==> config.mk <==
export PLATFORM = sky130hd
export DESIGN_NAME = number_to_ascii_formatter
export DESIGN_NICKNAME = d
export VERILOG_FILES = /design/src/hw/rtl/n2a_pkg.sv /design/src/hw/rtl/n2a_bcd.sv /design/src/hw/rtl/n2a_emit.sv /design/src/hw/rtl/number_to_ascii_formatter.sv
export SDC_FILE = /design/constraint.sdc
export NUM_CORES = 1
export LEC_CHECK = 0
export CORE_ASPECT_RATIO = 0.5
export CORE_MARGIN = 2
export CORE_UTILIZATION = 30
export CTS_CLUSTER_DIAMETER = 100
export CTS_CLUSTER_SIZE = 40
export DETAILED_ROUTE_END_ITERATION = 10
export DONT_BUFFER_PORTS = 1
export PLACE_DENSITY = 0.5
export SETUP_SLACK_MARGIN = 0.15
export SYNTH_ARGS = -nofsm -noshare
export SYNTH_HDL_FRONTEND = slang
export SYNTH_SLANG_ARGS = --single-unit
==> constraint.sdc <==
create_clock -name i_clk -period 7.06 [get_ports i_clk]
set_input_delay 0.353 -clock i_clk [delete_from_list [all_inputs] [get_ports i_clk]]
set_output_delay 0.353 -clock i_clk [all_outputs]
set_load 0.01 [all_outputs]
==> src/hw/rtl/n2a_pkg.sv <==
`timescale 1ns / 1ps
// ----------------------------------------------------------------------------
// n2a_pkg
// Shared types, format codes and ASCII helpers for the number formatter.
// ----------------------------------------------------------------------------
package n2a_pkg;

    localparam logic [1:0] OP_DEC    = 2'd0;
    localparam logic [1:0] OP_HEX_LO = 2'd1;
    localparam logic [1:0] OP_HEX_UP = 2'd2;
    localparam logic [1:0] OP_PTR    = 2'd3;

    localparam logic [7:0] ASCII_ZERO = 8'd48;
    localparam logic [7:0] ASCII_X    = 8'd120;
    localparam logic [7:0] ASCII_UP   = 8'd55;
    localparam logic [7:0] ASCII_LO   = 8'd87;

    typedef struct packed {
        logic [63:0] value;
        logic [1:0]  operation;
    } t_in;

    typedef struct packed {
        logic [7:0] character;
        logic       last_char;
    } t_out;

    typedef struct packed {
        logic load;
        logic upper;
        logic prefix;
    } t_emit_ctl;

    function automatic logic [7:0] f_digit_char(input logic [3:0] d, input logic upper);
        logic [7:0] base;
        if (d < 4'd10) begin
            base = ASCII_ZERO;
        end else if (upper) begin
            base = ASCII_UP;
        end else begin
            base = ASCII_LO;
        end
        return base + {4'h0, d};
    endfunction

endpackage

==> src/hw/rtl/n2a_bcd.sv <==
`timescale 1ns / 1ps
// ----------------------------------------------------------------------------
// n2a_bcd
// Bit-serial binary to BCD converter (shift and add-three), one bit a cycle.
// ----------------------------------------------------------------------------
module n2a_bcd #(
    parameter int DEC_WIDTH  = 32,
    parameter int DEC_DIGITS = 10
) (
    input  logic                      i_clk,
    input  logic                      i_rst_n,
    input  logic                      i_start,
    input  logic [DEC_WIDTH-1:0]      i_bin,
    output logic                      o_done,
    output logic [DEC_DIGITS*4-1:0]   o_bcd
);

    localparam int CW = $clog2(DEC_WIDTH + 1);
    localparam int BW = DEC_DIGITS * 4;

    logic [DEC_WIDTH-1:0] r_bin;
    logic [BW-1:0]        r_bcd;
    logic [CW-1:0]        r_cnt;
    logic                 r_done;
    logic [BW-1:0]        n_bcd;

    // add three to every digit of five or more, then shift in the next bit
    always_comb begin
        logic [BW-1:0] adj;
        adj = r_bcd;
        for (int k = 0; k < DEC_DIGITS; k++) begin
            if (r_bcd[k*4 +: 4] >= 4'd5) begin
                adj[k*4 +: 4] = r_bcd[k*4 +: 4] + 4'd3;
            end
        end
        n_bcd = {adj[BW-2:0], r_bin[DEC_WIDTH-1]};
    end

    always_ff @(posedge i_clk) begin
        if (!i_rst_n) begin
            r_cnt  <= '0;
            r_done <= 1'b0;
        end else begin
            r_done <= 1'b0;
            if (i_start) begin
                r_bin <= i_bin;
                r_bcd <= '0;
                r_cnt <= CW'(DEC_WIDTH);
            end else if (r_cnt != '0) begin
                r_bin  <= {r_bin[DEC_WIDTH-2:0], 1'b0};
                r_bcd  <= n_bcd;
                r_cnt  <= r_cnt - CW'(1);
                r_done <= (r_cnt == CW'(1));
            end
        end
    end

    assign o_done = r_done;
    assign o_bcd  = r_bcd;

endmodule

==> src/hw/rtl/n2a_emit.sv <==
`timescale 1ns / 1ps
// ----------------------------------------------------------------------------
// n2a_emit
// Digit shift line: drops leading zeros, sends one character per beat.
// ----------------------------------------------------------------------------
module n2a_emit #(
    parameter int NDIG = 16
) (
    input  logic                 i_clk,
    input  logic                 i_rst_n,
    input  n2a_pkg::t_emit_ctl   i_ctl,
    input  logic [NDIG*4-1:0]    i_digits,
    output logic                 o_idle,
    output logic                 o_out_valid,
    input  logic                 i_out_ready,
    output n2a_pkg::t_out        o_out
);

    localparam int LW = NDIG * 4;
    localparam int CW = $clog2(NDIG + 1);

    typedef enum logic [2:0] {
        E_IDLE,
        E_PRE0,
        E_PREX,
        E_SKIP,
        E_DIG
    } t_state;

    t_state          r_state;
    logic [LW-1:0]   r_line;
    logic [CW-1:0]   r_left;
    logic            r_upper;
    logic            r_valid;
    n2a_pkg::t_out   r_out;
    logic            w_free;
    logic            w_emit;
    logic [3:0]      w_top;

    assign w_free = !r_valid || i_out_ready;
    assign w_top  = r_line[LW-1 -: 4];
    assign w_emit = w_free &&
                    (r_state == E_PRE0 || r_state == E_PREX || r_state == E_DIG);

    always_ff @(posedge i_clk) begin
        if (!i_rst_n) begin
            r_state <= E_IDLE;
            r_valid <= 1'b0;
        end else begin
            if (w_emit) begin
                r_valid <= 1'b1;
            end else if (i_out_ready) begin
                r_valid <= 1'b0;
            end
            unique case (r_state)
                E_IDLE: begin
                    if (i_ctl.load) begin
                        r_line  <= i_digits;
                        r_left  <= CW'(NDIG);
                        r_upper <= i_ctl.upper;
                        r_state <= i_ctl.prefix ? E_PRE0 : E_SKIP;
                    end
                end
                E_PRE0: begin
                    if (w_free) begin
                        r_out.character <= n2a_pkg::ASCII_ZERO;
                        r_out.last_char <= 1'b0;
                        r_state         <= E_PREX;
                    end
                end
                E_PREX: begin
                    if (w_free) begin
                        r_out.character <= n2a_pkg::ASCII_X;
                        r_out.last_char <= 1'b0;
                        r_state         <= E_SKIP;
                    end
                end
                E_SKIP: begin
                    if (w_top == 4'h0 && r_left != CW'(1)) begin
                        r_line <= {r_line[LW-5:0], 4'h0};
                        r_left <= r_left - CW'(1);
                    end else begin
                        r_state <= E_DIG;
                    end
                end
                E_DIG: begin
                    if (w_free) begin
                        r_out.character <= n2a_pkg::f_digit_char(w_top, r_upper);
                        r_out.last_char <= (r_left == CW'(1));
                        r_line          <= {r_line[LW-5:0], 4'h0};
                        r_left          <= r_left - CW'(1);
                        if (r_left == CW'(1)) begin
                            r_state <= E_IDLE;
                        end
                    end
                end
                default: begin
                    r_state <= E_IDLE;
                end
            endcase
        end
    end

    assign o_idle      = (r_state == E_IDLE);
    assign o_out_valid = r_valid;
    assign o_out       = r_out;

endmodule

==> src/hw/rtl/number_to_ascii_formatter.sv <==
`timescale 1ns / 1ps
// ----------------------------------------------------------------------------
// number_to_ascii_formatter
// Formats an unsigned value as decimal, hex or 0x-prefixed pointer ASCII.
//
//   channel | direction | payload                    | handshake
//   in      | input     | value, operation (t_in)    | i_in_valid / o_in_ready
//   out     | output    | character, last_char       | o_out_valid / i_out_ready
//
// hex and pointer items: the accept edge loads the digit line; pointer items
// then send the 0 and x prefix characters, leading zero digits are dropped,
// the skip state hands over to the digit state, then the characters follow.
// decimal items first pass through the bit-serial BCD converter.
// one item is in work at a time; the next is taken once the last character
// sits in the output register. output stalls hold the digit line while characters are sent.
// reset is synchronous; it clears all control state.
// ----------------------------------------------------------------------------
module number_to_ascii_formatter #(
    parameter int HEX_WIDTH = 64,
    parameter int DEC_WIDTH = 32
) (
    input  logic            i_clk,
    input  logic            i_rst_n,
    input  logic            i_in_valid,
    output logic            o_in_ready,
    input  n2a_pkg::t_in    i_in,
    output logic            o_out_valid,
    input  logic            i_out_ready,
    output n2a_pkg::t_out   o_out
);

    localparam int HEX_DIGITS = (HEX_WIDTH + 3) / 4;
    localparam int DEC_DIGITS = (DEC_WIDTH * 30103) / 100000 + 1;
    localparam int NDIG       = (HEX_DIGITS > DEC_DIGITS) ? HEX_DIGITS : DEC_DIGITS;
    localparam int LW         = NDIG * 4;

    typedef enum logic {
        S_IDLE,
        S_CONV
    } t_state;

    t_state                 r_state;
    logic                   w_accept;
    logic                   w_is_dec;
    logic                   w_emit_idle;
    logic                   w_bcd_done;
    logic [DEC_DIGITS*4-1:0] w_bcd;
    logic [LW-1:0]          w_digits;
    n2a_pkg::t_emit_ctl     w_ctl;

    assign o_in_ready = (r_state == S_IDLE) && w_emit_idle;
    assign w_accept   = i_in_valid && o_in_ready;
    assign w_is_dec   = (i_in.operation == n2a_pkg::OP_DEC);

    always_ff @(posedge i_clk) begin
        if (!i_rst_n) begin
            r_state <= S_IDLE;
        end else begin
            unique case (r_state)
                S_IDLE: begin
                    if (w_accept && w_is_dec) begin
                        r_state <= S_CONV;
                    end
                end
                S_CONV: begin
                    if (w_bcd_done) begin
                        r_state <= S_IDLE;
                    end
                end
                default: begin
                    r_state <= S_IDLE;
                end
            endcase
        end
    end

    assign w_ctl = '{
        load:   (w_accept && !w_is_dec) || w_bcd_done,
        upper:  w_accept && (i_in.operation == n2a_pkg::OP_HEX_UP),
        prefix: w_accept && (i_in.operation == n2a_pkg::OP_PTR)
    };
    assign w_digits     = (r_state == S_CONV) ? LW'(w_bcd) : LW'(i_in.value[HEX_WIDTH-1:0]);

    n2a_bcd #(
        .DEC_WIDTH  (DEC_WIDTH),
        .DEC_DIGITS (DEC_DIGITS)
    ) u_bcd (
        .i_clk   (i_clk),
        .i_rst_n (i_rst_n),
        .i_start (w_accept && w_is_dec),
        .i_bin   (i_in.value[DEC_WIDTH-1:0]),
        .o_done  (w_bcd_done),
        .o_bcd   (w_bcd)
    );

    n2a_emit #(
        .NDIG (NDIG)
    ) u_emit (
        .i_clk       (i_clk),
        .i_rst_n     (i_rst_n),
        .i_ctl       (w_ctl),
        .i_digits    (w_digits),
        .o_idle      (w_emit_idle),
        .o_out_valid (o_out_valid),
        .i_out_ready (i_out_ready),
        .o_out       (o_out)
    );

    a_hex_starts_emit: assert property (@(posedge i_clk) disable iff (!i_rst_n)
        (w_accept && !w_is_dec) |=> !w_emit_idle)
        else $error("hex beat did not start the emitter");

    a_done_in_conv: assert property (@(posedge i_clk) disable iff (!i_rst_n)
        w_bcd_done |-> (r_state == S_CONV) && w_emit_idle)
        else $error("bcd done outside conversion");

    a_one_in_flight: assert property (@(posedge i_clk) disable iff (!i_rst_n)
        w_accept |=> !o_in_ready)
        else $error("second beat taken while busy");

endmodule

==> flow_summary.json, run 1 <==
{
  "setup_tns_ns": 0,
  "synthMuxAreaShare_pct": 12.32,
  "cts_tree": "yes",
  "routed_wl_um": 17050,
  "powerDensity_nw_per_um2": 415.5,
  "fin_area_um2": 9285,
  "clk_path_buf_depth": 2,
  "initial_core_util_pct": 30.34,
  "cp.arrival_ns": 3.34,
  "cts_made_buffers": 17,
  "post-dp-hpwl_um": 11050,
  "drive_gt1_share_pct": 12.52,
  "cts.clk_slew.worst_paths_ns": 0.06,
  "slew_headroom_pct": 28.53,
  "fmax_mhz": 315.9,
  "syn-cell-area_um2": 8358,
  "dieArea_um2": 29290,
  "period_share_pct": 44.84,
  "synth_flop_cell": "edfxtp_1",
  "numPortBuffers": 0,
  "ir_worst_vdd_mv": 0.2025,
  "maxCapViolCount": 0,
  "syn_avg_cell_area_um2": 11.89,
  "cts_resized": 0,
  "cp_max_fo": 44,
  "grt_pass1_wl_um": 27000,
  "antenna_cells": 0,
  "final-max-slew-violation-count": 0,
  "hold_path_class": "input port to flip-flop",
  "place_congestion": 0.7915,
  "netlist_instances": 703,
  "htree_num_levels": 4,
  "rsz0062_at_grt": "false",
  "fp-row-count": 43,
  "endpoint_kind": "flip-flop",
  "ys_ff_latch": 163,
  "startpoint_type": "flip-flop",
  "grt-ovfl-total": 0,
  "place_area_um2": 8731,
  "fillerInstances": 2762,
  "finalClockSkew_ns": 0.008763,
  "grt_usage_pct": 12.02,
  "wl_per_cell_um": 15.72,
  "leakage_nw": 3.188,
  "die_y_um": 122.0,
  "synth_nets": 801,
  "area_growth_pct": 11.09,
  "clk-insertion-delay-late_ns": 0.42,
  "synthArstFlopShare_pct": 0,
  "yosys.area_share.xor_xnor_pct": 1.991,
  "synth-simple-area-share_pct": 10.63,
  "total_power_w": 0.003858,
  "critical_path_required_ns": 7.23,
  "layout_setup_ws_ns": 3.894,
  "synth_compound_gate_area_share_pct": 10.04,
  "vias": 5083,
  "firstDrtPassIters": 5,
  "outcome": "completed",
  "drt-initial-drc-count": 350,
  "hold_buffers": 0,
  "die_w_um": 240.1,
  "synth_area_leaders": "edfxtp_1, mux2_2, a21oi_1",
  "finalHoldViolations": 0,
  "synth_edf_count": 151,
  "detail-route-antenna-nets": 0,
  "ys.warnings.count": 0,
  "worst_pin_slew_ns": 1.072,
  "root_buffer": "clkbuf_16",
  "synth_top_family_by_area": "multiplexers",
  "final_common_cell": "edfxtp_1",
  "synth_top_area_cell": "edfxtp_1",
  "yosysSeqAreaShare_pct": 57.13,
  "yosys.area.top_type_share_pct": 54.25,
  "setup_viol": 0,
  "postCtsSetupBuffers": 0,
  "period_minus_slack_ns": 3.166,
  "yosysUniqueCellTypes": 49,
  "cts_sinks": 163,
  "pre_cts_ws_ns": 3.912,
  "drc": 0,
  "final_nets": 790,
  "antenna_found_initial": 0,
  "synthAdderAreaFrac_pct": 4.281,
  "grt_pass1_vias": 5044,
  "grt_max_degree": 77,
  "pin_count": 81,
  "core_area_um2": 27550,
  "path_class": "flip-flop to flip-flop",
  "routed_via_density": 4.685,
  "final_cell_mix": "edfxtp_1, a21oi_1, nor2_1"
}
-- per-layer routing --
| metal | global-route usage [%] | wire length (µm) | up-vias |
|---|---|---|---|
| met2 | 19.76 | 8126 | 66 |
| met1 | 15.34 | 8028 | 2487 |
| met4 | 4.037 | 199 | 0 |
| met3 | 3.308 | 696 | 14 |
| li1 | - | - | 2516 |
| met5 | 0 | 0 | - |
-- registers in the layout, summed over array words and instances, names as in the netlist --
| signal | count |
|---|---|
| u_bcd.r_cnt | 6 |
| u_emit.r_line | 64 |
| u_bcd.o_bcd | 40 |
| r_state | 1 |
| u_bcd.o_done | 1 |
| u_bcd.r_bin | 32 |
| u_emit.r_upper | 1 |
| u_emit.r_left | 5 |
| u_emit.o_out | 9 |
| u_emit.r_state | 3 |
| u_emit.o_out_valid | 1 |
-- layout make-up --
type | instances | area (µm²) | share of cell area [%]
Clock inverter | 9 | 113.9 | 1.226
Multi-Input combinational cell | 469 | 3306 | 35.60
Inverter | 37 | 138.9 | 1.496
Sequential cell | 163 | 4778 | 51.46
Clock buffer | 21 | 440.4 | 4.743
Timing Repair Buffer | 4 | 30.03 | 0.3234
Tap cell | 382 | 478.0 | 5.148
-- worst paths after layout --
kind                      from                 end  slack [ns]  cells after the start
max reg2reg  u_emit.r_state[0]   u_emit.r_line[61]        3.89                      5
min reg2reg     u_bcd.r_cnt[1]      u_bcd.r_cnt[1]        0.52                      2
min                    i_rst_n  u_emit.o_out_valid        0.05                      1
max          u_emit.r_state[0]   u_emit.r_line[61]        3.89                      5
-- synthesized netlist by cell type, drive strengths merged (3+ instances only) --
cell and number:
a211oi 11, nor2 65, buf 18, mux2 55, mux2i 41, edfxtp 151, and3 3, nor2b 39
xor2 3, ha 27, o21bai 8, nand2 33, clkbuf 16, inv 37, nor3 9, xnor2 16
a21oi 99, nand2b 6, dfxtp 12, o21ai 18, nor4 3, o21a 6
-- where the power goes --
| part | internal, W | total [W] | switching, W |
|---|---|---|---|
| clock | 0.000546 | 0.000906 | 0.000360 |
| combinational | 0.000509 | 0.00116 | 0.000647 |
| sequential | 0.00155 | 0.00180 | 0.000247 |
| total | 0.00260 | 0.00386 | 0.00125 |
-- metrics by stage --
stage | util [%] | hold WS (ns) | instances
floorplan | - | 0.4801 | 703
global placement | 31.70 | 0.4741 | 1055
detailed placement | 31.70 | 0.4811 | 1055
CTS | 33.71 | 0.02877 | 1085
global route | 33.71 | 0.03229 | 1085
finish | 33.71 | 0.05093 | 1085
-- kinds of logic after synthesis --
kind of cell	Yosys count
compound gates	150
xor+xnor	19
fa+ha+maj	28
buf+inv	71
flops	163
mux	96
other cells	1
simple gates	175
-- worst max-delay path: stages (launching register included) --
cell and delay, ns:
dfxtp_1 0.64, nor2_4 0.09, nand2_2 0.62, and2_2 0.61
buf_4 0.51, mux2_2 0.40
(Power assumes the default switching activity.)
==> run 2: changes to the inputs <==
- clock period: 7.06 -> 3.2 ns (I/O delays scaled with it)
==> run 2 against run 1 <==
Against the previous run: hold slack worse by 0.037 ns; fmax increased by 34%; clock skew up 0.0015 ns; global-route usage is 0.40 points higher; via count up 2.0%; count of clock-buffer cells in the layout shrank 4; sequential power is 120% higher; die area unchanged; first-iteration DRC count increased by 1.7%; total power grew 120%.
==> flow_summary.json, run 2 (synthesized netlist as in run 1, its figures left out) <==
{
  "outcome": "completed",
  "postCtsSetupBuffers": 0,
  "fp-row-count": 43,
  "endpoint_kind": "flip-flop",
  "r2r-start": "u_emit.r_state[0]",
  "rsz0062_at_grt": "false",
  "finalClockSkew_ns": 0.01026,
  "register_area_um2": 4778,
  "cts_made_buffers": 17,
  "grt_pass1_wl_um": 27860,
  "hold-path-endpoint": "u_emit.r_line[3]",
  "drt-initial-drc-count": 356,
  "cts_resized": 0,
  "cp_max_fo": 69,
  "maxCapViolCount": 0,
  "ir_worst_vdd_mv": 0.3928,
  "reg2reg_to": "u_emit.r_line[11]",
  "top_register": "u_emit.r_line",
  "multi_input_area_um2": 3306,
  "grt_max_degree": 70,
  "firstDrtPassIters": 5,
  "drc": 0,
  "vias": 5184,
  "place_congestion": 0.7695,
  "hold_buffers": 34,
  "ff2ff_setup_slack_ns": 0.83,
  "grt_pass1_vias": 5121,
  "final_common_cell": "edfxtp_1",
  "post-dp-hpwl_um": 11620,
  "detail-route-antenna-nets": 0,
  "cts.clk_slew.worst_paths_ns": 0.07,
  "clk-insertion-delay-late_ns": 0.43,
  "die_y_um": 122.0,
  "cts_tree": "yes",
  "path_class": "flip-flop to flip-flop",
  "grt_usage_pct": 12.42,
  "cp.arrival_ns": 2.45,
  "routed_via_density": 4.596,
  "powerDensity_nw_per_um2": 883.4,
  "die_w_um": 240.1,
  "wl_per_cell_um": 15.76,
  "reg2regPathDepth": 6,
  "critical_path_required_ns": 3.28,
  "setup_tns_ns": 0,
  "hold_start": "i_in[5]",
  "antenna_found_initial": 0,
  "final-max-slew-violation-count": 0,
  "fmax_mhz": 422.5,
  "period_share_pct": 73.97,
  "routed_wl_um": 17780,
  "core_area_um2": 27550,
  "slew_headroom_pct": 34.79,
  "leakage_nw": 3.383,
  "hold_path_class": "input port to flip-flop",
  "final_nets": 831,
  "drive_gt1_share_pct": 14.08,
  "initial_core_util_pct": 30.34,
  "cts_sinks": 163,
  "total_power_w": 0.008600,
  "pin_count": 81,
  "largest_register_ffs": 64,
  "fillerInstances": 2750,
  "htree_num_levels": 4,
  "antenna_cells": 0,
  "root_buffer": "clkbuf_16",
  "period_minus_slack_ns": 2.367,
  "final_cell_mix": "edfxtp_1, a21oi_1, nor2_1",
  "startpoint_type": "flip-flop",
  "clk_path_buf_depth": 2,
  "grt-ovfl-total": 0,
  "holdPathStages": 2,
  "dieArea_um2": 29290,
  "numPortBuffers": 0,
  "area_growth_pct": 16.48,
  "finalHoldViolations": 0,
  "setup_viol": 0,
  "worst_pin_slew_ns": 0.9782
}
run 2: final cells by class:
cell class | instances | share of cell area (%)
clock buffers | 17 | 4.370
repair buffers | 45 | 4.729
multi-input cells | 469 | 33.95
well taps | 382 | 4.909
flip-flops and latches | 163 | 49.08
clock inverters | 15 | 1.529
inverters | 37 | 1.427
run 2: worst max-delay path by stage:
stage | endpoint | depth (start not counted) | start | slack, ns
after floorplan | u_bcd.o_bcd[0] | 5 | u_emit.r_state[2] | 0.44
after global placement | u_bcd.o_bcd[6] | 4 | u_emit.r_state[0] | 0.87
after detailed placement | u_bcd.r_bin[0] | 4 | u_emit.r_state[2] | 0.83
after CTS | u_bcd.o_bcd[11] | 4 | u_emit.r_state[2] | 0.81
after global routing | u_emit.r_line[23] | 6 | u_emit.r_state[0] | 0.62
final | u_emit.r_line[11] | 6 | u_emit.r_state[0] | 0.83
run 2: per-layer routing:
metal  global-route usage [%]  share of wire, %
met5                        0                 0
met4                    3.028              0.68
met3                    3.444               4.0
met2                    20.54                48
met1                    16.17                47
run 2: power breakdown:
part	total [W]	switching, W	internal (W)
Combinational	0.00269	0.00149	0.00120
Sequential	0.00393	0.000521	0.00341
Clock	0.00198	0.000889	0.00109
run 2: through the flow:
step	hold WS, ns	instance area [µm²]	std cells	util, %	setup slack (ns)
2_1_floorplan	0.3158	8371	703	-	0.4429
3_3_place_gp	0.2825	8821	1062	32.02	0.8702
3_5_place_dp	0.2848	8821	1062	32.02	0.8340
4_1_cts	0.0005960	9736	1128	35.34	0.8126
5_1_grt	0.01237	9736	1128	35.34	0.6164
6_report	0.01382	9736	1128	35.34	0.8331
run 2: worst max-delay path: stages (launching register included):
cell,delay [ns]
dfxtp_1,0.63
nor2_4,0.09
nand2_2,0.09
buf_4,0.40
o21ai_0,0.24
a21oi_4,0.18
buf_12,0.32
==> run 3: changes to the inputs <==
- PLACE_DENSITY: 0.5 -> 0.51
- clock period: 3.2 -> 1.94 ns (I/O delays scaled with it)
==> run 3 against run 2 <==
Against the previous run: the run now ends with setup timing left; fmax grew 22%; sequential cell count stayed put; via count grew 7.5%; hold slack lost 0.0025 ns; first-iteration DRC count grew 19%; die area stayed put; critical endpoint is now u_bcd.r_bin[13]; highest routed layer unchanged.
==> flow_summary.json, run 3 (synthesized netlist as in run 1, its figures left out) <==
{
  "routed_via_density": 4.628,
  "die_y_um": 122.0,
  "hold_path_class": "input port to flip-flop",
  "switching_power_w": 0.005415,
  "final_cell_mix": "edfxtp_1, a21oi_1, nor2_1",
  "initial_core_util_pct": 30.34,
  "register_area_um2": 4780,
  "fmax_mhz": 513.7,
  "drive_gt1_share_pct": 23.97,
  "postLayoutCoreUtil_pct": 40.34,
  "p_comb_share_pct": 38.2,
  "detail-route-antenna-nets": 0,
  "finalHoldViolations": 0,
  "numPortBuffers": 0,
  "place_congestion": 0.7649,
  "swShare_pct": 34.08,
  "violations": "setup timing",
  "dieArea_um2": 29290,
  "cts_tree": "yes",
  "grt_usage_pct": 13.62,
  "wl_per_cell_um": 16.91,
  "outcome": "complete, but fails checks",
  "cts_sinks": 163,
  "finalClockSkew_ns": 0.01551,
  "htree_num_levels": 4,
  "setup_viol": 21,
  "ff2ff_setup_slack_ns": -0.007,
  "firstDrtPassIters": 4,
  "pin_count": 81,
  "leakage_nw": 4.036,
  "grt_max_degree": 67,
  "powerDensity_nw_per_um2": 1430,
  "final-max-slew-violation-count": 0,
  "final_nets": 907,
  "post-dp-hpwl_um": 12300,
  "grt_pass1_vias": 5518,
  "period_share_pct": 100.3,
  "cp_max_fo": 14,
  "rsz0062_at_grt": "true",
  "critical_path_required_ns": 2.11,
  "path_class": "flip-flop to flip-flop",
  "fillerInstances": 2608,
  "die_w_um": 240.1,
  "fp-row-count": 43,
  "startpoint_type": "flip-flop",
  "grt-ovfl-total": 0,
  "power_frac_clock_pct": 21.2,
  "area_growth_pct": 32.95,
  "cts.clk_slew.worst_paths_ns": 0.07,
  "power_frac_seq_pct": 40.6,
  "multi_input_area_um2": 3633,
  "endpoint_kind": "flip-flop",
  "ir_worst_vdd_mv": 0.7281,
  "cts_made_buffers": 17,
  "period_minus_slack_ns": 1.947,
  "root_buffer": "clkbuf_16",
  "cp.arrival_ns": 2.11,
  "drt-initial-drc-count": 422,
  "clk-insertion-delay-late_ns": 0.45,
  "largest_register_ffs": 64,
  "clk_path_buf_depth": 2,
  "grt_pass1_wl_um": 30280,
  "pre_cts_ws_ns": -0.04976,
  "vias": 5572,
  "power.internal_w": 0.01047,
  "final_common_cell": "edfxtp_1",
  "layout_setup_ws_ns": -0.006573,
  "core_area_um2": 27550,
  "top_register": "u_emit.r_line",
  "routed_wl_um": 20360,
  "antenna_found_initial": 1,
  "maxCapViolCount": 0,
  "antenna_cells": 0,
  "drc": 0
}
-- run 3: cell types whose count changed in the layout (fill, tap and decap cells not counted), sizes merged --
cell / change
buf: +52
clkinv: -3
clkinvlp: +1
dlygate4sd3: +17
inv: +2
clkbuf: +7
-- run 3: power groups by stage --
stage          clock network (W)  logic, W  registers [W]
6_report                 0.00336   0.00607        0.00645
5_1_grt                  0.00357   0.00676        0.00661
4_1_cts                  0.00344   0.00542        0.00645
3_5_place_dp                   0   0.00498        0.00650
3_3_place_gp                   0   0.00482        0.00650
2_1_floorplan                  0   0.00376        0.00627
-- run 3: per-stage QoR --
| stage | cells | area, µm² | setup TNS (ns) | total power [W] | hold WS (ns) |
|---|---|---|---|---|---|
| after floorplan | 703 | 8531 | -80.68 | 0.01003 | 0.2528 |
| after global placement | 1086 | 9219 | -3.122 | 0.01132 | 0.2196 |
| after detailed placement | 1086 | 9219 | -4.695 | 0.01148 | 0.2202 |
| after CTS | 1183 | 10580 | -0.05059 | 0.01530 | 0.003350 |
| after global routing | 1204 | 11110 | -4.263 | 0.01694 | 0.01207 |
| final | 1204 | 11110 | -0.1064 | 0.01589 | 0.01128 |
-- run 3: critical path: stages (launching register included) --
cell	delay, ns
dfxtp_2	0.32
or3_4	0.40
nor4_4	0.30
buf_12	0.20
o21a_4	0.19
buf_12	0.13
buf_12	0.14
-- run 3: routing by layer --
layer,up-vias,global-route usage [%],wire length (µm)
li1,2760,-,-
met1,2715,18.20,9831
met2,84,21.59,9513
met3,13,3.739,796
met4,0,4.115,221
met5,-,0,0
-- run 3: path summary, 6_finish.rpt --
| path | endpoint | cells after the start | start |
|---|---|---|---|
| hold reg to reg | u_bcd.r_cnt[1] | 2 | u_bcd.r_cnt[1] |
| hold / removal | u_emit.r_line[48] | 2 | i_in[50] |
| setup / recovery | u_bcd.r_bin[13] | 6 | u_emit.r_state[2] |
| setup reg to reg | u_bcd.r_bin[13] | 6 | u_emit.r_state[2] |
-- run 3: final cells by class --
class / count / area share (%)
multi-input combinational: 469 / 32.70
tap: 382 / 4.301
clock buffer: 17 / 3.828
inverter: 37 / 1.250
clock inverter: 15 / 1.329
timing repair buffer: 121 / 13.58
sequential: 163 / 43.01
-- run 3: what timing repair did --
| item | CTS | global route |
|---|---|---|
| resized for setup | 22 | 55 |
| pin swaps | 5 | 20 |
| endpoints found under the hold margin | 89 | 0 |
| setup endpoints to repair | 245 | 272 |
| setup buffers | 10 | 11 |
| hold buffers | 51 | 0 |
| gates cloned | 4 | 10 |
